File: src/sv/acd_pkg.sv
// Shared types and constants for the three-digit auto-ranging display scan.
// Used by every module of the block; depends on nothing else.
`timescale 1ns / 1ps

package acd_pkg;

  localparam int VALUE_BITS_DEF    = 20;
  localparam int FRACTION_BITS_DEF = 8;

  localparam int NUM_DIGITS   = 3;
  localparam int DIGIT_W      = 4;
  localparam int POS_W        = 2;
  localparam int POINT_W      = NUM_DIGITS - 1;
  localparam int SPLIT_STAGES = 4;
  localparam int PIPE_STAGES  = SPLIT_STAGES + 2;

  localparam int CFG_INDEX_W = 1;
  localparam int CFG_DATA_W  = 8;
  localparam int S_USER_W    = 4;
  localparam int M_DATA_W    = 8;
  localparam int M_USER_W    = 1;

  localparam logic [CFG_DATA_W-1:0] REFRESH_RESET = 8'd100;
  localparam logic [CFG_DATA_W-1:0] BLANK_RESET   = 8'd50;
  localparam logic [DIGIT_W-1:0]    BLANK_CODE    = 4'd10;

  typedef enum logic [CFG_INDEX_W-1:0] {
    CFG_REFRESH_TICKS = 1'b0,
    CFG_BLANK_AFTER   = 1'b1
  } cfg_reg_e;

  typedef enum logic [1:0] {
    MODE_TEMPERATURE = 2'd0,
    MODE_ANGLE       = 2'd1
  } mode_e;

  typedef enum logic [1:0] {
    CHOICE_HOLD  = 2'd0,
    CHOICE_PITCH = 2'd1,
    CHOICE_ROLL  = 2'd2
  } choice_e;

  typedef struct packed {
    mode_e   mode;
    choice_e choice;
    logic    alarm;
  } side_t;

  // digits[0] is the hundreds digit; points[i] lights the point after digit i
  typedef struct packed {
    logic [NUM_DIGITS-1:0][DIGIT_W-1:0] digits;
    logic [POINT_W-1:0]                 points;
  } split_t;

  typedef struct packed {
    logic               drive_valid;
    logic [POS_W-1:0]   position;
    logic [DIGIT_W-1:0] code;
    logic               point;
  } drive_t;

  // split of a zero value: two decimals, point after the first digit
  localparam split_t HELD_RESET = '{digits: '0, points: 2'b01};

endpackage

File: src/sv/acd_flow.sv
// Valid tracking and stage load enables for the transfer pipeline.
// Depends on acd_pkg.
`timescale 1ns / 1ps

module acd_flow (
  input  logic                             clk_i,
  input  logic                             rst_ni,
  input  logic                             in_valid_i,
  output logic                             in_ready_o,
  input  logic                             out_ready_i,
  output logic                             out_valid_o,
  output logic [acd_pkg::PIPE_STAGES-1:0]  load_o
);

  logic [acd_pkg::PIPE_STAGES-1:0] valid_q;
  logic [acd_pkg::PIPE_STAGES-1:0] valid_d;
  logic [acd_pkg::PIPE_STAGES-1:0] room;

  always_comb begin
    room[acd_pkg::PIPE_STAGES-1] = !valid_q[acd_pkg::PIPE_STAGES-1] || out_ready_i;
    for (int k = acd_pkg::PIPE_STAGES - 2; k >= 0; k--) begin
      room[k] = !valid_q[k] || room[k+1];
    end
    load_o[0]  = in_valid_i && room[0];
    valid_d[0] = room[0] ? in_valid_i : valid_q[0];
    for (int k = 1; k < acd_pkg::PIPE_STAGES; k++) begin
      load_o[k]  = valid_q[k-1] && room[k];
      valid_d[k] = room[k] ? valid_q[k-1] : valid_q[k];
    end
  end

  always_ff @(posedge clk_i or negedge rst_ni) begin
    if (!rst_ni) begin
      valid_q <= '0;
    end else begin
      valid_q <= valid_d;
    end
  end

  assign in_ready_o  = room[0];
  assign out_valid_o = valid_q[acd_pkg::PIPE_STAGES-1];

endmodule

File: src/sv/acd_split.sv
// Four-stage auto-ranging and decimal split of one fixed-point value.
// Depends on acd_pkg.
`timescale 1ns / 1ps

module acd_split #(
  parameter int VALUE_BITS    = acd_pkg::VALUE_BITS_DEF,
  parameter int FRACTION_BITS = acd_pkg::FRACTION_BITS_DEF
) (
  input  logic                              clk_i,
  input  logic [acd_pkg::SPLIT_STAGES-1:0]  en_i,
  input  logic signed [VALUE_BITS-1:0]      value_i,
  output acd_pkg::split_t                   split_o
);

  localparam int MagW     = VALUE_BITS - 1;
  localparam int WideBase = (MagW > FRACTION_BITS + 7) ? MagW : FRACTION_BITS + 7;
  localparam int ProdW    = WideBase + 7;
  localparam int DispRaw  = MagW - FRACTION_BITS;
  localparam int DispW    = (DispRaw > 10) ? DispRaw : 10;
  localparam int ShiftW   = DispW + 10;
  localparam int RecipW   = DispW + 1;
  localparam int QuotW    = DispW - 9;
  localparam int MulW     = DispW + RecipW;

  localparam logic [ProdW-1:0]  TenFx     = ProdW'(64'd10 << FRACTION_BITS);
  localparam logic [ProdW-1:0]  HundredFx = ProdW'(64'd100 << FRACTION_BITS);
  localparam logic [RecipW-1:0] Recip     = RecipW'((64'd1 << ShiftW) / 64'd1000);

  // stage 1: clamp, range, scale
  logic [MagW-1:0]                    mag;
  logic [ProdW-1:0]                   mag_w;
  logic [ProdW-1:0]                   scaled;
  logic [acd_pkg::POINT_W-1:0]        pts1_d;
  logic [DispW-1:0]                   disp1_q;
  logic [acd_pkg::POINT_W-1:0]        pts1_q;
  // stage 2: quotient by 1000
  logic [MulW-1:0]                    prod;
  logic [QuotW-1:0]                   quot2_q;
  logic [DispW-1:0]                   disp2_q;
  logic [acd_pkg::POINT_W-1:0]        pts2_q;
  // stage 3: remainder by 1000
  logic [DispW:0]                     rem_w;
  logic [10:0]                        rem11;
  logic [9:0]                         rem_d;
  logic [9:0]                         rem3_q;
  logic [acd_pkg::POINT_W-1:0]        pts3_q;
  // stage 4: three digits
  logic [15:0]                        hund_prod;
  logic [17:0]                        tens_prod;
  logic [acd_pkg::DIGIT_W-1:0]        hund;
  logic [6:0]                         tens_all;
  acd_pkg::split_t                    split_d;
  acd_pkg::split_t                    split_q;

  always_comb begin
    mag   = value_i[VALUE_BITS-1] ? '0 : value_i[MagW-1:0];
    mag_w = ProdW'(mag);
    if (mag_w < TenFx) begin
      scaled = mag_w * ProdW'(100);
      pts1_d = 2'b01;
    end else if (mag_w < HundredFx) begin
      scaled = mag_w * ProdW'(10);
      pts1_d = 2'b10;
    end else begin
      scaled = mag_w;
      pts1_d = 2'b00;
    end
  end

  assign prod = MulW'(disp1_q) * MulW'(Recip);

  always_comb begin
    rem_w = (DispW + 1)'(disp2_q) - (DispW + 1)'(quot2_q) * (DispW + 1)'(1000);
    rem11 = rem_w[10:0];
    rem_d = (rem11 >= 11'd1000) ? 10'(rem11 - 11'd1000) : rem11[9:0];
  end

  always_comb begin
    hund_prod              = 16'(rem3_q) * 16'd41;
    tens_prod              = 18'(rem3_q) * 18'd205;
    hund                   = hund_prod[15:12];
    tens_all               = tens_prod[17:11];
    split_d.digits[0]      = hund;
    split_d.digits[1]      = 4'(tens_all - 7'(hund) * 7'd10);
    split_d.digits[2]      = 4'(rem3_q - 10'(tens_all) * 10'd10);
    split_d.points         = pts3_q;
  end

  always_ff @(posedge clk_i) begin
    if (en_i[0]) begin
      disp1_q <= DispW'(scaled >> FRACTION_BITS);
      pts1_q  <= pts1_d;
    end
    if (en_i[1]) begin
      quot2_q <= QuotW'(prod >> ShiftW);
      disp2_q <= disp1_q;
      pts2_q  <= pts1_q;
    end
    if (en_i[2]) begin
      rem3_q <= rem_d;
      pts3_q <= pts2_q;
    end
    if (en_i[3]) begin
      split_q <= split_d;
    end
  end

  assign split_o = split_q;

endmodule

File: src/sv/acd_scan.sv
// Scan state, refresh counter, held angle, blanking and the result register.
// Depends on acd_pkg.
`timescale 1ns / 1ps

module acd_scan (
  input  logic                               clk_i,
  input  logic                               rst_ni,
  input  logic                               load_i,
  input  acd_pkg::side_t                     side_i,
  input  acd_pkg::split_t                    temp_split_i,
  input  acd_pkg::split_t                    angle_split_i,
  input  logic [acd_pkg::CFG_DATA_W-1:0]     refresh_ticks_i,
  input  logic [acd_pkg::CFG_DATA_W-1:0]     blank_after_i,
  output acd_pkg::drive_t                    drive_o
);

  localparam logic [acd_pkg::POS_W-1:0] LastPos = acd_pkg::POS_W'(acd_pkg::NUM_DIGITS - 1);

  logic [7:0]                  tick_q;
  logic [7:0]                  tick_d;
  logic [7:0]                  tick_inc;
  logic [acd_pkg::POS_W-1:0]   scan_q;
  logic [acd_pkg::POS_W-1:0]   scan_d;
  acd_pkg::split_t             held_q;
  acd_pkg::split_t             held_d;
  acd_pkg::split_t             shown_q;
  acd_pkg::split_t             shown_d;
  acd_pkg::split_t             src;
  acd_pkg::drive_t             drive_q;
  acd_pkg::drive_t             drive_d;
  logic                        drive_on;
  logic                        latch;

  always_comb begin
    tick_inc = (tick_q == 8'hFF) ? tick_q : tick_q + 8'd1;
    scan_d   = (scan_q == LastPos) ? '0 : scan_q + acd_pkg::POS_W'(1);

    case (side_i.choice)
      acd_pkg::CHOICE_PITCH, acd_pkg::CHOICE_ROLL: begin
        held_d = angle_split_i;
      end
      default: begin
        held_d = held_q;
      end
    endcase

    drive_on = (side_i.mode == acd_pkg::MODE_TEMPERATURE) ||
               (side_i.mode == acd_pkg::MODE_ANGLE);
    latch    = drive_on && (tick_inc > refresh_ticks_i);
    src      = (side_i.mode == acd_pkg::MODE_TEMPERATURE) ? temp_split_i : held_d;
    shown_d  = latch ? src : shown_q;
    tick_d   = latch ? '0 : tick_inc;

    // blank under alarm once past the blank point
    if (drive_on && side_i.alarm && (tick_d > blank_after_i)) begin
      shown_d.digits = {acd_pkg::NUM_DIGITS{acd_pkg::BLANK_CODE}};
    end

    drive_d             = '0;
    drive_d.drive_valid = drive_on;
    if (drive_on) begin
      drive_d.position = scan_d;
      case (scan_d)
        2'd0: begin
          drive_d.code  = shown_d.digits[0];
          drive_d.point = shown_d.points[0];
        end
        2'd1: begin
          drive_d.code  = shown_d.digits[1];
          drive_d.point = shown_d.points[1];
        end
        default: begin
          drive_d.code  = shown_d.digits[2];
          drive_d.point = 1'b0;
        end
      endcase
    end
  end

  always_ff @(posedge clk_i or negedge rst_ni) begin
    if (!rst_ni) begin
      tick_q  <= '0;
      scan_q  <= '0;
      held_q  <= acd_pkg::HELD_RESET;
      shown_q <= '0;
      drive_q <= '0;
    end else if (load_i) begin
      tick_q  <= tick_d;
      scan_q  <= scan_d;
      held_q  <= held_d;
      shown_q <= shown_d;
      drive_q <= drive_d;
    end
  end

  assign drive_o = drive_q;

endmodule

File: src/sv/autorange_three_digit_display_scan.sv
// Three-digit auto-ranging display scan: one digit drive per scan tick.
// Throughput: one item per cycle while the output is not stalled; input register, four split stages, result register.
// Reset: pipeline empty, counter and scan at zero, held angle reads as zero,
// shown digits zero with no point, refresh_ticks 100, blank_after 50.
`timescale 1ns / 1ps

module autorange_three_digit_display_scan #(
  parameter int VALUE_BITS    = acd_pkg::VALUE_BITS_DEF,
  parameter int FRACTION_BITS = acd_pkg::FRACTION_BITS_DEF,
  parameter int S_DATA_W      = ((3 * VALUE_BITS + 1 + 7) / 8) * 8
) (
  input  logic                               clk_i,
  input  logic                               rst_ni,
  input  logic                               s_axis_tvalid,
  output logic                               s_axis_tready,
  // temperature_value, pitch_value, roll_value, alarm_on, zero fill
  input  logic [S_DATA_W-1:0]                s_axis_tdata,
  // display_mode, angle_choice
  input  logic [acd_pkg::S_USER_W-1:0]       s_axis_tuser,
  output logic                               m_axis_tvalid,
  input  logic                               m_axis_tready,
  // digit_position, digit_code, point_on, zero fill
  output logic [acd_pkg::M_DATA_W-1:0]       m_axis_tdata,
  // drive_valid
  output logic [acd_pkg::M_USER_W-1:0]       m_axis_tuser,
  input  logic                               cfg_valid_i,
  output logic                               cfg_ready_o,
  input  logic [acd_pkg::CFG_INDEX_W-1:0]    cfg_index_i,
  input  logic [acd_pkg::CFG_DATA_W-1:0]     cfg_data_i
);

  logic [acd_pkg::PIPE_STAGES-1:0]  load;
  logic [acd_pkg::CFG_DATA_W-1:0]   refresh_q;
  logic [acd_pkg::CFG_DATA_W-1:0]   blank_q;
  logic signed [VALUE_BITS-1:0]     temp_q;
  logic signed [VALUE_BITS-1:0]     pitch_q;
  logic signed [VALUE_BITS-1:0]     roll_q;
  logic signed [VALUE_BITS-1:0]     angle_pick;
  acd_pkg::side_t                   side_in;
  acd_pkg::side_t                   side_q [acd_pkg::SPLIT_STAGES+1];
  acd_pkg::split_t                  temp_split;
  acd_pkg::split_t                  angle_split;
  acd_pkg::drive_t                  drive;

  assign cfg_ready_o = 1'b1;

  always_ff @(posedge clk_i or negedge rst_ni) begin
    if (!rst_ni) begin
      refresh_q <= acd_pkg::REFRESH_RESET;
      blank_q   <= acd_pkg::BLANK_RESET;
    end else if (cfg_valid_i) begin
      case (acd_pkg::cfg_reg_e'(cfg_index_i))
        acd_pkg::CFG_REFRESH_TICKS: refresh_q <= cfg_data_i;
        acd_pkg::CFG_BLANK_AFTER:   blank_q   <= cfg_data_i;
        default: begin
        end
      endcase
    end
  end

  acd_flow u_flow (
    .clk_i       (clk_i),
    .rst_ni      (rst_ni),
    .in_valid_i  (s_axis_tvalid),
    .in_ready_o  (s_axis_tready),
    .out_ready_i (m_axis_tready),
    .out_valid_o (m_axis_tvalid),
    .load_o      (load)
  );

  assign side_in.mode   = acd_pkg::mode_e'(s_axis_tuser[1:0]);
  assign side_in.choice = acd_pkg::choice_e'(s_axis_tuser[3:2]);
  assign side_in.alarm  = s_axis_tdata[3*VALUE_BITS];

  always_ff @(posedge clk_i) begin
    if (load[0]) begin
      temp_q    <= s_axis_tdata[VALUE_BITS-1:0];
      pitch_q   <= s_axis_tdata[2*VALUE_BITS-1:VALUE_BITS];
      roll_q    <= s_axis_tdata[3*VALUE_BITS-1:2*VALUE_BITS];
      side_q[0] <= side_in;
    end
    for (int k = 1; k <= acd_pkg::SPLIT_STAGES; k++) begin
      if (load[k]) begin
        side_q[k] <= side_q[k-1];
      end
    end
  end

  assign angle_pick = (side_q[0].choice == acd_pkg::CHOICE_PITCH) ? pitch_q : roll_q;

  acd_split #(
    .VALUE_BITS    (VALUE_BITS),
    .FRACTION_BITS (FRACTION_BITS)
  ) u_split_temp (
    .clk_i   (clk_i),
    .en_i    (load[acd_pkg::SPLIT_STAGES:1]),
    .value_i (temp_q),
    .split_o (temp_split)
  );

  acd_split #(
    .VALUE_BITS    (VALUE_BITS),
    .FRACTION_BITS (FRACTION_BITS)
  ) u_split_angle (
    .clk_i   (clk_i),
    .en_i    (load[acd_pkg::SPLIT_STAGES:1]),
    .value_i (angle_pick),
    .split_o (angle_split)
  );

  acd_scan u_scan (
    .clk_i           (clk_i),
    .rst_ni          (rst_ni),
    .load_i          (load[acd_pkg::PIPE_STAGES-1]),
    .side_i          (side_q[acd_pkg::SPLIT_STAGES]),
    .temp_split_i    (temp_split),
    .angle_split_i   (angle_split),
    .refresh_ticks_i (refresh_q),
    .blank_after_i   (blank_q),
    .drive_o         (drive)
  );

  assign m_axis_tdata = {1'b0, drive.point, drive.code, drive.position};
  assign m_axis_tuser = drive.drive_valid;

endmodule
File: config.mk
export PLATFORM = sky130hd
export DESIGN_NAME = autorange_three_digit_display_scan
export DESIGN_NICKNAME = d
export VERILOG_FILES = /design/src/sv/acd_pkg.sv /design/src/sv/acd_flow.sv /design/src/sv/acd_split.sv /design/src/sv/acd_scan.sv /design/src/sv/autorange_three_digit_display_scan.sv
export SDC_FILE = /design/constraint.sdc
export NUM_CORES = 1
export LEC_CHECK = 0
export ABC_AREA = 0
export BUFFER_PORTS_ARGS = -buffer_cell sky130_fd_sc_hd__buf_2
export CAP_MARGIN = 20
export CORE_ASPECT_RATIO = 1.1
export CORE_MARGIN = 2
export CORE_UTILIZATION = 60
export DETAILED_ROUTE_END_ITERATION = 12
export HOLD_SLACK_MARGIN = 0.08
export PLACE_DENSITY = 0.78
export SLEW_MARGIN = 20
export SYNTH_ARGS = -nofsm -noshare
export SYNTH_HDL_FRONTEND = slang
export SYNTH_HIERARCHICAL = 1
export SYNTH_SLANG_ARGS = --single-unit
File: constraint.sdc
create_clock -name clk_i -period 6.6 [get_ports clk_i]
set_input_delay 1.32 -clock clk_i [delete_from_list [all_inputs] [get_ports clk_i]]
set_output_delay 1.32 -clock clk_i [all_outputs]
set_load 0.02 [all_outputs]
# Word level (Yosys, flattened, before mapping)
# Memories as Yosys holds them, arrays and structs flattened.
# Cells that the tools add are included.
[totals]
ram_bits = 25
mem_count = 1
output_inout_bits = 12
romBits = 0
latch_bits = 0
input_bits = 82
regBits = 236
[classes]
addsub = 10
div = 0
bitwise_logic = 1
n_mul = 16
shifts = 0
mux = 30
magnitude_cmp = 8
reduce_logical = 27
eq_ne = 7
[memory_table]
columns = ["memory", "depth", "width", "read_ports", "rd_clocked_by_memory_dff", "wr", "line_no", "source"]
rows = [
  ["side_q", 5, 5, 5, 0, 5, "autorange_three_digit_display_scan.sv:40", "acd_pkg::side_t side_q [acd_pkg::SPLIT_STAGES+1];"],
]
[op_table]
columns = ["cell", "count"]
rows = [
  ["19-bit two-way mux", 6],
  ["11-bit by 12-bit multiplier with 23-bit output (second input constant)", 2],
  ["14-bit two-way mux", 3],
  ["19-bit by 12-bit less-than comparator with 1-bit output (second input constant)", 2],
  ["19-bit by 15-bit less-than comparator with 1-bit output (second input constant)", 2],
  ["19-bit by 3-bit multiplier with 18-bit output (second input constant)", 2],
  ["19-bit by 5-bit multiplier with 17-bit output (second input constant)", 2],
  ["10-bit by 8-bit multiplier with 18-bit output (second input constant)", 2],
  ["10-bit by 6-bit multiplier with 16-bit output (second input constant)", 2],
  ["11-bit by 10-bit >= comparator with 1-bit output (second input constant)", 2],
  ["11-bit subtractor", 2],
  ["10-bit two-way mux", 2],
  ["20-bit two-way mux", 1],
  ["10-bit subtractor (second input constant)", 2],
  ["8-bit greater-than comparator", 2],
  ["2-bit by 7-bit multiplier with 8-bit output (second input constant)", 2],
  ["8-bit two-way mux", 2],
  ["4-bit subtractor", 4],
  ["7-bit by 3-bit multiplier with 3-bit output (second input constant)", 2],
  ["12-bit two-way mux", 1],
  ["1-bit two-way mux", 10],
  ["5-bit one-hot mux with 2 select lines", 1],
  ["1-bit logical AND", 9],
  ["8-bit by 1-bit adder with 8-bit output (second input constant)", 1],
  ["13 further kinds", 33],
]

# Logic depth before layout (Yosys ltp)
# Gate-level depths: netlist of run 1.
[depth]
word_depth = 10
ltp_mapped = 23

# Hierarchy
# The synthesis of run 1 kept the hierarchy.
[by_module_without_submodules]
columns = ["module", "n_inst", "cells_each", "seq_area_each_um2", "area_per_inst_um2"]
rows = [
  ["acd_split (u_split_temp)", 1, 773, 1621.6, 7637.3],
  ["acd_split (u_split_angle)", 1, 754, 1621.6, 7577.3],
  ["autorange_three_digit_display_scan", 1, 147, 2960.3, 3489.6],
  ["acd_scan", 1, 313, 1152.4, 2949.1],
  ["acd_flow", 1, 26, 150.1, 290.3],
]

# Worst setup path after synthesis of run 1
# OpenSTA, ideal clock, no wires.
[synth_timing]
path_type = "input to register"
startpoint = "input m_axis_tready"
endpoint = "register pitch_q[0], enable pin"
n_path_buf = 1
slack_ps = 1100
arrival_time_ps = 4976
stages = 3
required_ps = 6075
setup_time_ps = 525
path_cell_list = "and4b_1 buf_6 a41oi_1"
[synth_via]
elab_chain_len = 7
[synth_lines]
columns = ["element", "line_no", "source"]
rows = [
  ["start, declared", "autorange_three_digit_display_scan.sv:21", "input logic m_axis_tready,"],
  ["1-bit logical OR", "acd_flow.sv:20", "room[acd_pkg::PIPE_STAGES-1] = !valid_q[acd_pkg::PIPE_STAGES-1] || out_ready_i;"],
  ["1-bit logical OR (5 in series)", "acd_flow.sv:22", "room[k] = !valid_q[k] || room[k+1];"],
  ["1-bit logical AND", "acd_flow.sv:24", "load_o[0] = in_valid_i && room[0];"],
  ["net load (one bit)", "autorange_three_digit_display_scan.sv:32", "logic [acd_pkg::PIPE_STAGES-1:0] load;"],
  ["end signal, assigned", "autorange_three_digit_display_scan.sv:78", "pitch_q <= s_axis_tdata[2*VALUE_BITS-1:VALUE_BITS];"],
  ["end, declared", "autorange_three_digit_display_scan.sv:36", "logic signed [VALUE_BITS-1:0] pitch_q;"],
]
# The timed path passes the listed nets, and every way through them passes these cells.
# A chain may end at the register's enable or synchronous reset.

==> metrics.md, run 1 <==
| Metric | Value |
|---|---|
| Final hold violation count | 0 |
| Synth Register Bits | 261 |
| Post-route ant nets | 0 |
| Kind of cell adding the most delay to the critical path | adder cells |
| Gate Count Post-Synth | 2013 |
| R2R setup slack | 0.76 ns |
| CP Data Required Time | 6.92 ns |
| Library cells used by synthesis | 103 |
| CTS-repair resized insts | 0 |
| Buf+Inv Stages, Crit Path | 4 |
| Worst flop-to-flop path startpoint | u_split_temp/rem3_q[3] |
| Total negative slack | 0 ns |
| Skew final | 0.009303 ns |
| Slew HR | 28.29% |
| Data arrival, critical path | 6.17 ns |
| Site Rows | 73 |
| Worst-path cell chain | ha_1 -> inv_1 -> fa_1 -> inv_1 -> fa_1 -> inv_1 -> fa_1 -> inv_1 -> ha_1 -> o21a_1 -> o21ai_0 -> o221ai_1 -> and2_1 -> o21ai_0 -> nand2_1 -> ha_1 -> fa_1 -> xnor2_1 -> xnor2_1 -> xnor2_1 -> xnor2_1 -> xnor2_1 -> xnor2_1 |
| Post-Route WL | 40810 um |
| Starting DRT DRC Count | 684 |
| Vias in the first global route | 15400 |
| First-pass GRT wire length | 69500 um |
| GRT Util Overall | 21.92% |
| Initial antenna violation count | 3 |
| Ys Warns | 6 |
| Async SR Flop Fraction | 26.05% |
| Largest net degree at the start of global routing | 69 |
| FILL cells | 2719 |
| RSZ-0062 raised after global routing | false |
| Most common library cells after synthesis | 425 x ha_1, 369 x inv_1, 193 x edfxtp_1 |
| DP Wirelength | 32230 um |
| Worst slew pin tran | 1.073 ns |
| Worst Hold Class | flop to flop |
| Type of the worst setup path | flop to flop |
| CTS tree | built |
| I/O pin total | 94 |
| Max incr delay on CP | 0.54 ns |
| Vias/cell | 5.587 |
| Hold Path End | u_split_angle/pts3_q[0] |
| Chip Width | 186.3 um |
| Worst-skew pair later-pin latency | 0.58 ns |
| Crit path max fanout | 7 |
| Share of layout cells above drive strength 1 | 11.53% |
| Hold Buf Count CTS | 0 |
| Via count | 14660 |
| Max Slew Vio Count | 0 |
| Setup Viol. Count Final | 0 |
| Initial Util | 60.82% |
| Sequential element share of the synthesized area | 34.21% |
| Hold slack | 0.4160 ns |
| Max frequency | 171.1 MHz |
| Synth Cell Area | 21940 um2 |
| Syn_nets | 2604 |
| Root buf cell | clkbuf_16 |
| Syn avg cell area | 10.90 um2 |
| Top cells by area, synth | edfxtp_1 26%, ha_1 24%, fa_1 7.7% |
| # Post-CTS Setup Buffers | 0 |
| Critical Path Slowest Stage Cell | edfxtp_1 |
| Worst Hold Launch | u_split_angle/pts2_q[0] |
| # clock sinks | 261 |
| Area grow syn2layout | 8.924% |
| Drt pass-1 iters | 5 |
| Leading area contributor after synthesis | edfxtp_1 |
| CP most frequent cell | xnor2_1 |
| Hold depth | 0 |
| Final nets | 2701 |
| Most common cell in the synthesized netlist | ha_1 |
| Clock Tree Buf Depth | 3 |
| Share of the synthesized area in the top cell type | 26.41% |
| Status | finished, final reports clean |
| Element type at the critical path end | flop |
| PortBufs | 88 |
| Core Area | 36080 um2 |
| Worst r2r dst | u_split_temp/split_o[9] |
| Overflow after GRT | 0 |
| DIE AREA | 38120 um2 |
| Top_reg_cell synth | edfxtp_1 |
| Reg2Reg Depth | 23 |
| Avg WL per Cell | 15.56 um |
| Routability cong. | 0.8884 |
| Post-synth EDFFs | 193 |
| DRC | 0 |
| Period minus WS final | 5.844 ns |
| # H-tree levels | 1 |
| Num CTS Buffers | 30 |
| CTS clock-pin slew for the worst setup and hold paths | 0.06 ns |
| CP startpoint kind | flop |
| Final Cycle Share | 88.54% |
| Max-cap viol count | 0 |
| Die H | 204.6 um |
## through the flow
step	cells	setup slack [ns]	util [%]	instance area, um2
after global placement	2563	0.8693	63.50	22910
after global routing	2622	0.4577	66.24	23900
after floorplan	2013	1.100	-	21940
after detailed placement	2563	0.7104	63.50	22910
after CTS	2619	0.7085	66.08	23840
final	2623	0.7562	66.25	23900
## how the worst max path moves through the flow
stage                                         end              startpoint  slack, ns  cells past startpoint
after floorplan                        pitch_q[0]           m_axis_tready       1.10                      3
after global placement    u_split_temp/split_o[9]  u_split_temp/rem3_q[3]       0.87                     23
after detailed placement  u_split_temp/split_o[9]  u_split_temp/rem3_q[3]       0.71                     23
after CTS                 u_split_temp/split_o[9]  u_split_temp/rem3_q[3]       0.71                     23
after global routing      u_split_temp/split_o[9]  u_split_temp/rem3_q[3]       0.46                     23
final                     u_split_temp/split_o[9]  u_split_temp/rem3_q[3]       0.76                     23
## layout by cell type (no fill, tap or decap), drive strengths merged, types with 9 or more instances in the layout
master / count
ha: 425
inv: 375
edfxtp: 193
buf: 95
nand2: 86
a21oi: 86
fa: 84
nor2: 67
xnor2: 63
dfrtp: 61
mux2: 58
o21ai: 54
nor2b: 38
clkbuf: 38
xor2: 29
mux2i: 28
nand3: 27
nor3: 27
o21a: 24
a21o: 23
nand2b: 23
nand4: 15
clkinv: 13
o211ai: 12
o21bai: 12
o22ai: 11
and2: 10
a31oi: 10
and3: 9
nor4: 9
a211oi: 9
## worst reg2reg max path, cell delays in order (launching register included)
cell	delay (ns)
edfxtp_1	0.54
ha_1	0.37
inv_1	0.06
fa_1	0.53
inv_1	0.06
fa_1	0.53
inv_1	0.05
fa_1	0.52
inv_1	0.04
ha_1	0.28
o21a_1	0.11
o21ai_0	0.15
o221ai_1	0.23
and2_1	0.25
o21ai_0	0.23
nand2_1	0.14
ha_1	0.23
fa_1	0.38
xnor2_1	0.14
xnor2_1	0.18
xnor2_1	0.15
xnor2_1	0.16
xnor2_1	0.16
xnor2_1	0.08
## kinds of logic after synthesis
group / synth area share, %
simple gates: 7.988
other cells: 0.03422
buf+inv: 7.162
fa+ha+maj: 31.90
compound gates: 10.28
mux: 4.613
flops: 34.21
xor+xnor: 3.826
## area by class of cell
class                      count  area [um2]  share of cell area [%]
tap                          487       609.3                   2.549
timing repair buffer          95       533.0                   2.230
clock buffer                  38       780.7                   3.266
antenna                        2       5.005                 0.02094
sequential                   261        7506                   31.40
clock inverter                18       150.1                  0.6282
inverter                     371        1393                   5.826
multi-input combinational   1351       12920                   54.08
## registers in the layout (all words and copies together) (netlist names), 6 cells and up
signal	flops
side_q	25
pitch_q	20
roll_q	20
temp_q	20
u_scan/held_q	14
u_scan/shown_q	14
u_split_angle/split_o	14
u_split_temp/split_o	14
u_split_angle/disp1_q	11
u_split_angle/disp2_q	11
u_split_temp/disp1_q	11
u_split_temp/disp2_q	11
u_split_angle/rem3_q	10
u_split_temp/rem3_q	10
blank_q	8
refresh_q	8
u_scan/drive_o	8
u_scan/tick_q	8
u_flow/valid_q	6
## per-layer routing
| layer | vias up | GRT usage [%] | routed length, um |
|---|---|---|---|
| met1 | 7066 | 24.49 | 16620 |
| met4 | 2 | 7.029 | 1268 |
| met5 | - | 0 | 13 |
| met2 | 280 | 43.28 | 21590 |
| li1 | 7223 | - | - |
| met3 | 85 | 2.381 | 1317 |
Power of run 1 is left out: the tool's default activity adds up to more than one toggle a clock period on the data nets, which glitch-free logic cannot reach.
==> run 2, diff against run 1 <==
- SYNTH_HIERARCHICAL: 1 -> default
==> run 2 against run 1 <==
  * Design area shrank 2.8%
  * Wire length shrank 4.9%
  * Highest routed layer is now met4
  * Clock skew grew 0.0041 ns
  * Sequential share of layout area grew 0.91 points
  * Die area shrank 2.7%
  * Critical path depth shrank 3
  * Critical endpoint is now u_split_temp.split_o[9]
  * Count of clock-buffer cells in the layout shrank 4
  * Area after synthesis shrank 2.8%
  * First-iteration DRC count grew 3.8%
  * Utilization shrank 0.14 points
  * Via count shrank 3.9%
==> metrics.md, run 2 <==
| Metric | Value |
|---|---|
| CP Data Required Time | 6.88 ns (-0.04 ns) |
| Vias in the first global route | 14960 (-2.9%) |
| Max frequency | 180.3 MHz (+5.3%) |
| Most common library cells after synthesis | 425 x ha_1, 355 x inv_1, 193 x edfxtp_1 |
| Crit. path cell count | 20 (-13%) |
| Ys Warns | 0 (-6) |
| Pre-CTS setup slack | 1.014 ns (+0.3033 ns) |
| Worst r2r dst | u_split_temp.split_o[9] |
| Largest net degree at the start of global routing | 69 (unchanged) |
| I/O pin total | 94 (unchanged) |
| Status | finished, final reports clean |
| CTS tree | built |
| N_diodes | 0 (-2) |
| Via count | 14090 (-3.9%) |
| CTS-repair resized insts | 0 (unchanged) |
| Max Slew Vio Count | 0 (unchanged) |
| Most frequent cells in the layout | 425 x ha_1, 355 x inv_1, 193 x edfxtp_1, 121 x nand2_1, 88 x buf_2 |
| Leading cell type in the layout, fill and taps excluded | ha_1 |
| Chip Width | 183.8 um (-1.4%) |
| Library cells used by synthesis | 84 (-18%) |
| DP Wirelength | 31380 um (-2.7%) |
| Buf+Inv Stages, Crit Path | 2 (-2) |
| Min setup slack post-route | 1.053 ns (+0.2965 ns) |
| CTS clock-pin slew for the worst setup and hold paths | 0.06 ns (about the same) |
| Sequential element share of the synthesized area | 35.18% (+0.98 points) |
| Skew final | 0.01344 ns (+0.004135 ns) |
| Metal3 WL | 1195 um (-9.3%) |
| Share of layout cells above drive strength 1 | 10.38% (-1.1 points) |
| Syn_nets | 2570 (-1.3%) |
| Root buf cell | clkbuf_16 |
| CP most frequent cell | xnor2_1 |
| Share of the synthesized area in the top cell type | 27.17% (+0.75 points) |
| Clock Tree Buf Depth | 3 (unchanged) |
| # Post-CTS Setup Buffers | 0 (unchanged) |
| Worst-skew pair later-pin latency | 0.54 ns (-0.04 ns) |
| GRT Util Overall | 21.80% (-0.12 points) |
| Hold Path End | u_split_angle.split_o[1] |
| DIE AREA | 37080 um2 (-2.7%) |
| Core Area | 35130 um2 (-2.6%) |
| Highest routed layer | met4 |
| Worst Hold Class | flop to flop |
| Avg WL per Cell | 15.26 um (-1.9%) |
| Kind of cell adding the most delay to the critical path | adder cells |
| First-pass GRT wire length | 67140 um (-3.4%) |
| Overflow after GRT | 0 (unchanged) |
| CP startpoint kind | flop |
| Leading area contributor after synthesis | edfxtp_1 |
| Area grow syn2layout | 8.867% (about the same) |
| Reg2Reg Depth | 20 (-13%) |
| Drt pass-1 iters | 5 (unchanged) |
| Worst flop-to-flop path startpoint | u_split_temp.rem3_q[3] |
| PortBufs | 88 (unchanged) |
| Vias/cell | 5.538 (-0.89%) |
| Type of the worst setup path | flop to flop |
| Worst slew pin tran | 1.040 ns (-0.03350 ns) |
| Register bank with the most flops | side_q |
| Max incr delay on CP | 0.54 ns (about the same) |
| Data arrival, critical path | 5.83 ns (-0.34 ns) |
| Hold depth | 0 (unchanged) |
| DRC | 0 (unchanged) |
| Initial Util | 60.72% (-0.099 points) |
| Crit path max fanout | 7 (unchanged) |
| # clock sinks | 261 (unchanged) |
| Max-cap viol count | 0 (unchanged) |
| Starting DRT DRC Count | 710 (+3.8%) |
| Post-layout util | 66.11% (-0.14 points) |
| Top_reg_cell synth | edfxtp_1 |
| Hold slack | 0.4126 ns (-0.003375 ns) |
| Max reg flops | 25 (unchanged) |
| Setup Viol. Count Final | 0 (unchanged) |
| Total negative slack | 0 ns (unchanged) |
| Gate Count Post-Synth | 1979 (-1.7%) |
| Worst Hold Launch | u_split_angle.pts3_q[1] |
| Hold Buf Count CTS | 0 (unchanged) |
| Async SR Flop Fraction | 26.05% (unchanged) |
| Critical Path Slowest Stage Cell | edfxtp_1 |
| RSZ-0062 raised after global routing | false |
| Met2 wire len | 20510 um (-5.0%) |
| Top cells by area, synth | edfxtp_1 27%, ha_1 25%, fa_1 7.9% |
| Synth Cell Area | 21330 um2 (-2.8%) |
| Final nets | 2669 (-1.2%) |
| Final Cycle Share | 84.05% (-4.5 points) |
| Post-synth EDFFs | 193 (unchanged) |
| Die H | 201.8 um (-1.4%) |
| Synth Register Bits | 261 (unchanged) |
| R2R setup slack | 1.05 ns (+0.30 ns) |
| Post-Route WL | 38830 um (-4.9%) |
| Final hold violation count | 0 (unchanged) |
| Routability cong. | 0.8820 (-0.72%) |
| FILL cells | 2587 (-4.9%) |
| # H-tree levels | 1 (unchanged) |
| Most common cell in the synthesized netlist | ha_1 |
| Period minus WS final | 5.547 ns (-0.2965 ns) |
| Slew HR | 30.53% (+2.2 points) |
| Element type at the critical path end | flop |
| Initial antenna violation count | 0 (-3) |
| Syn avg cell area | 10.78 um2 (-1.1%) |
| Wl on met1 | 16150 um (-2.8%) |
| Site Rows | 72 (-1.4%) |
| Num CTS Buffers | 28 (-6.7%) |
| Post-route ant nets | 0 (unchanged) |
| Worst-path cell chain | ha_1 -> inv_1 -> fa_1 -> inv_1 -> fa_1 -> fa_1 -> ha_1 -> o2111ai_1 -> o21ai_0 -> o21a_1 -> nor2_1 -> xor2_1 -> ha_1 -> fa_1 -> xnor2_1 -> xnor2_1 -> xnor2_1 -> xnor2_1 -> xnor2_1 -> xnor2_1 |
## run 2: changes by cell type after synthesis, moves of 9 or more
cell     change
nand2_1     +37
o21ai_0     +29
inv_1       -14
nor2b_1     -14
nor3_1      -13
mux2_2      -12
o21ai_1     -12
xnor2_1     +11
nor2_1      +10
mux2_4       -9
## run 2: logic make-up after synthesis
| logic type | count (synthesis) | share of synthesized area (%) |
|---|---|---|
| XOR/XNOR | 108 | 4.533 |
| multiplexers | 65 | 3.361 |
| adder cells (fa/ha/maj) | 509 | 32.81 |
| flip-flops | 261 | 35.18 |
| other | 2 | 0.03520 |
| AND/OR/NAND/NOR | 361 | 8.369 |
| AO/OA/AOI/OAI | 287 | 8.780 |
| buffers and inverters | 386 | 6.932 |
## run 2: area by class of cell
class / count / area [um2] / area share [%]
inverters: 356 / 1336 / 5.753
flip-flops and latches: 261 / 7506 / 32.32
multi-input cells: 1332 / 12390 / 53.33
clock inverters: 18 / 153.9 / 0.6626
repair buffers: 99 / 523.0 / 2.252
well taps: 444 / 555.5 / 2.392
clock buffers: 34 / 764.5 / 3.291
## run 2: through the flow
| step | instances | instance area (um2) |
|---|---|---|
| 2_1_floorplan | 1979 | 21330 |
| 3_3_place_gp | 2492 | 22310 |
| 3_5_place_dp | 2492 | 22310 |
| 4_1_cts | 2544 | 23220 |
| 5_1_grt | 2544 | 23230 |
| 6_report | 2544 | 23230 |
## run 2: how the worst max path moves through the flow
stage	startpoint	endpoint	slack (ns)
floorplan	u_split_angle.rem3_q[3]	u_split_angle.split_o[9]	1.50
CTS	u_split_temp.rem3_q[3]	u_split_temp.split_o[9]	1.00
global route	u_split_temp.rem3_q[3]	u_split_temp.split_o[9]	0.69
detailed placement	u_split_temp.rem3_q[3]	u_split_temp.split_o[9]	1.01
finish	u_split_temp.rem3_q[3]	u_split_temp.split_o[9]	1.05
global placement	u_split_temp.rem3_q[3]	u_split_temp.split_o[9]	1.20
## run 2: per-layer routing
metal / up-vias / global-route usage (%)
met2: 267 / 41.66
met5: - / 0
met4: 0 / 5.371
met3: 69 / 2.252
li1: 7029 / -
met1: 6723 / 25.98
Power of run 2 is left out for the same reason.
==> run 3, diff against run 2 <==
- CORE_UTILIZATION: 60 -> 58
- PLACE_DENSITY: 0.78 -> 0.79
- clock period: 6.6 -> 4.8 ns (I/O delays scaled with it)
==> run 3 against run 2 <==
  * The flow now finishes with violations (negative setup slack)
  * Non-clock buffer count increased by 103
  * Fmax rose by 7.2%
  * Flip-flop and latch count unchanged
  * Cell count is 5.7% higher
  * Hold slack better by 0.0034 ns
  * Sequential share of layout area decreased by 1.7 points
  * Die area up 3.4%
  * Register-to-register slack worse by 1.4 ns
  * Utilization is 1.6 points higher
  * Wire length increased by 9.8%
  * Setup slack worse by 1.4 ns
==> metrics.md, run 3 (same netlist as run 2, synthesis figures left out) <==
| Metric | Value |
|---|---|
| Die H | 205.2 um (+1.7%) |
| Starting DRT DRC Count | 668 (-5.9%) |
| CP startpoint kind | flop |
| Fin area | 24500 um2 (+5.5%) |
| Root buf cell | clkbuf_16 |
| Clock Tree Buf Depth | 3 (unchanged) |
| Initial antenna violation count | 0 (unchanged) |
| Initial Util | 58.98% (-1.7 points) |
| Crit. Startpoint | u_split_angle.rem3_q[6] |
| Max frequency | 193.3 MHz (+7.2%) |
| Max reg flops | 25 (unchanged) |
| Data arrival, critical path | 5.47 ns (-0.36 ns) |
| Non-filler cells, final | 2690 (+5.7%) |
| Slew HR | 27.30% (-3.2 points) |
| GRT Util Overall | 22.69% (+0.90 points) |
| Worst slew pin tran | 1.088 ns (+0.04833 ns) |
| Period minus WS final | 5.174 ns (-0.3732 ns) |
| Final hold violation count | 0 (unchanged) |
| Chip Width | 186.9 um (+1.7%) |
| CTS tree | built |
| Register bank with the most flops | side_q |
| Cells after DPL | 2615 (+4.9%) |
| Overflow after GRT | 0 (unchanged) |
| Core Area | 36170 um2 (+2.9%) |
| Vias/cell | 5.456 (-1.5%) |
| DRC | 0 (unchanged) |
| Area grow syn2layout | 14.86% |
| Most frequent cells in the layout | 411 x ha_1, 347 x inv_1, 193 x edfxtp_1, 121 x nand2_1, 111 x buf_4 |
| Post-Route WL | 42630 um (+9.8%) |
| Area post-placement | 23000 um2 (+3.1%) |
| Min setup slack post-route | -0.3741 ns (-1.427 ns) |
| PortBufs | 88 (unchanged) |
| Post-route ant nets | 0 (unchanged) |
| CP Data Required Time | 5.10 ns (-1.78 ns) |
| Total negative slack | -0.6181 ns (-0.6181 ns) |
| Largest net degree at the start of global routing | 61 (-12%) |
| Final nets | 2772 (+3.9%) |
| Type of the worst setup path | flop to flop |
| # clock sinks | 261 (unchanged) |
| Post-layout util | 67.75% (+1.6 points) |
| First-pass GRT wire length | 72120 um (+7.4%) |
| RSZ-0062 raised after global routing | true |
| Leading cell type in the layout, fill and taps excluded | ha_1 |
| I/O pin total | 94 (unchanged) |
| Final Cycle Share | 107.8% (+24 points) |
| Site Rows | 73 (+1.4%) |
| Drt pass-1 iters | 5 (unchanged) |
| Worst Hold Launch | u_split_temp.pts2_q[0] |
| CTS clock-pin slew for the worst setup and hold paths | 0.06 ns (about the same) |
| Worst flop-to-flop path startpoint | u_split_angle.rem3_q[6] |
| Avg WL per Cell | 15.85 um (+3.8%) |
| Setup Viol. Count Final | 2 (+2) |
| Via count | 14680 (+4.2%) |
| Element type at the critical path end | flop |
| Status | complete, but fails checks |
| Crit path max fanout | 4 (-3) |
| Vias in the first global route | 15770 (+5.4%) |
| Max-cap viol count | 0 (unchanged) |
| Max Slew Vio Count | 0 (unchanged) |
| DP Wirelength | 33180 um (+5.8%) |
| DIE AREA | 38340 um2 (+3.4%) |
| Num CTS Buffers | 28 (unchanged) |
| Failing checks | negative setup slack |
| Routability cong. | 0.8989 (+1.9%) |
| Worst Hold Class | flop to flop |
| Share of layout cells above drive strength 1 | 17.30% (+6.9 points) |
| Worst-skew pair later-pin latency | 0.56 ns (+0.02 ns) |
| # H-tree levels | 1 (unchanged) |
| Skew final | 0.009557 ns (-0.003880 ns) |
## run 3: cell count changes in the layout (fill, tap and decap cells not counted), sizes merged
cell | previous run | this run
buf | 99 | 202
diode | 0 | 1
inv | 358 | 359
clkbuf | 34 | 30
clkinv | 11 | 9
bufinv | 2 | 6
## run 3: final timing paths
path	cells past startpoint	slack (ns)	endpoint
worst min-delay path	0	0.42	u_split_temp.pts3_q[0]
worst max register to register	20	-0.37	u_split_angle.split_o[9]
max in group asynchronous	2	3.36	u_scan.tick_q[0]
worst max-delay path	20	-0.37	u_split_angle.split_o[9]
worst min register to register	0	0.42	u_split_temp.pts3_q[0]
min in group asynchronous	1	0.45	u_scan.shown_q[6]
## run 3: cell type report
class | count | area, um2
multi-input combinational | 1332 | 12740
fill | 2600 | 11660
sequential | 261 | 7508
inverter | 356 | 1336
timing repair buffer | 202 | 1308
clock buffer | 30 | 708.2
tap | 487 | 609.3
clock inverter | 21 | 289.0
antenna | 1 | 2.502
## run 3: metrics by stage
stage          setup slack [ns]  hold WS, ns
2_1_floorplan           -0.1473       0.4003
3_3_place_gp            -0.2147       0.4009
3_5_place_dp            -0.3584       0.4045
4_1_cts                 -0.2798       0.4177
5_1_grt                 -0.5821       0.4225
6_report                -0.3741       0.4161
## run 3: repair_timing
item,4_1_cts,5_1_grt
hold buffers,0,0
endpoints found under the setup margin,5,17
gates resized for setup,18,45
pin swaps,37,24
setup buffers,17,6
## run 3: routing by layer
layer	vias up	track usage (%)	share of wire [%]
met2	296	44.66	53
li1	7235	-	-
met1	7050	25.75	40
met4	0	6.548	3.1
met5	-	0	0
met3	95	2.484	3.4
## run 3: worst max-delay path: stages (launching register included)
cell and delay [ns]:
edfxtp_1 0.45, ha_1 0.33, inv_1 0.14, fa_1 0.47, fa_1 0.51, inv_2 0.04
fa_1 0.44, ha_1 0.28, o21ai_1 0.05, nor2_1 0.14, nor4_2 0.05, buf_4 0.14
o31ai_4 0.24, a21o_1 0.22, xnor2_2 0.10, fa_2 0.36, xnor2_2 0.14, xnor2_1 0.14
xnor2_1 0.23, xnor2_1 0.17, xnor3_1 0.25
Power of run 3 is left out for the same reason.
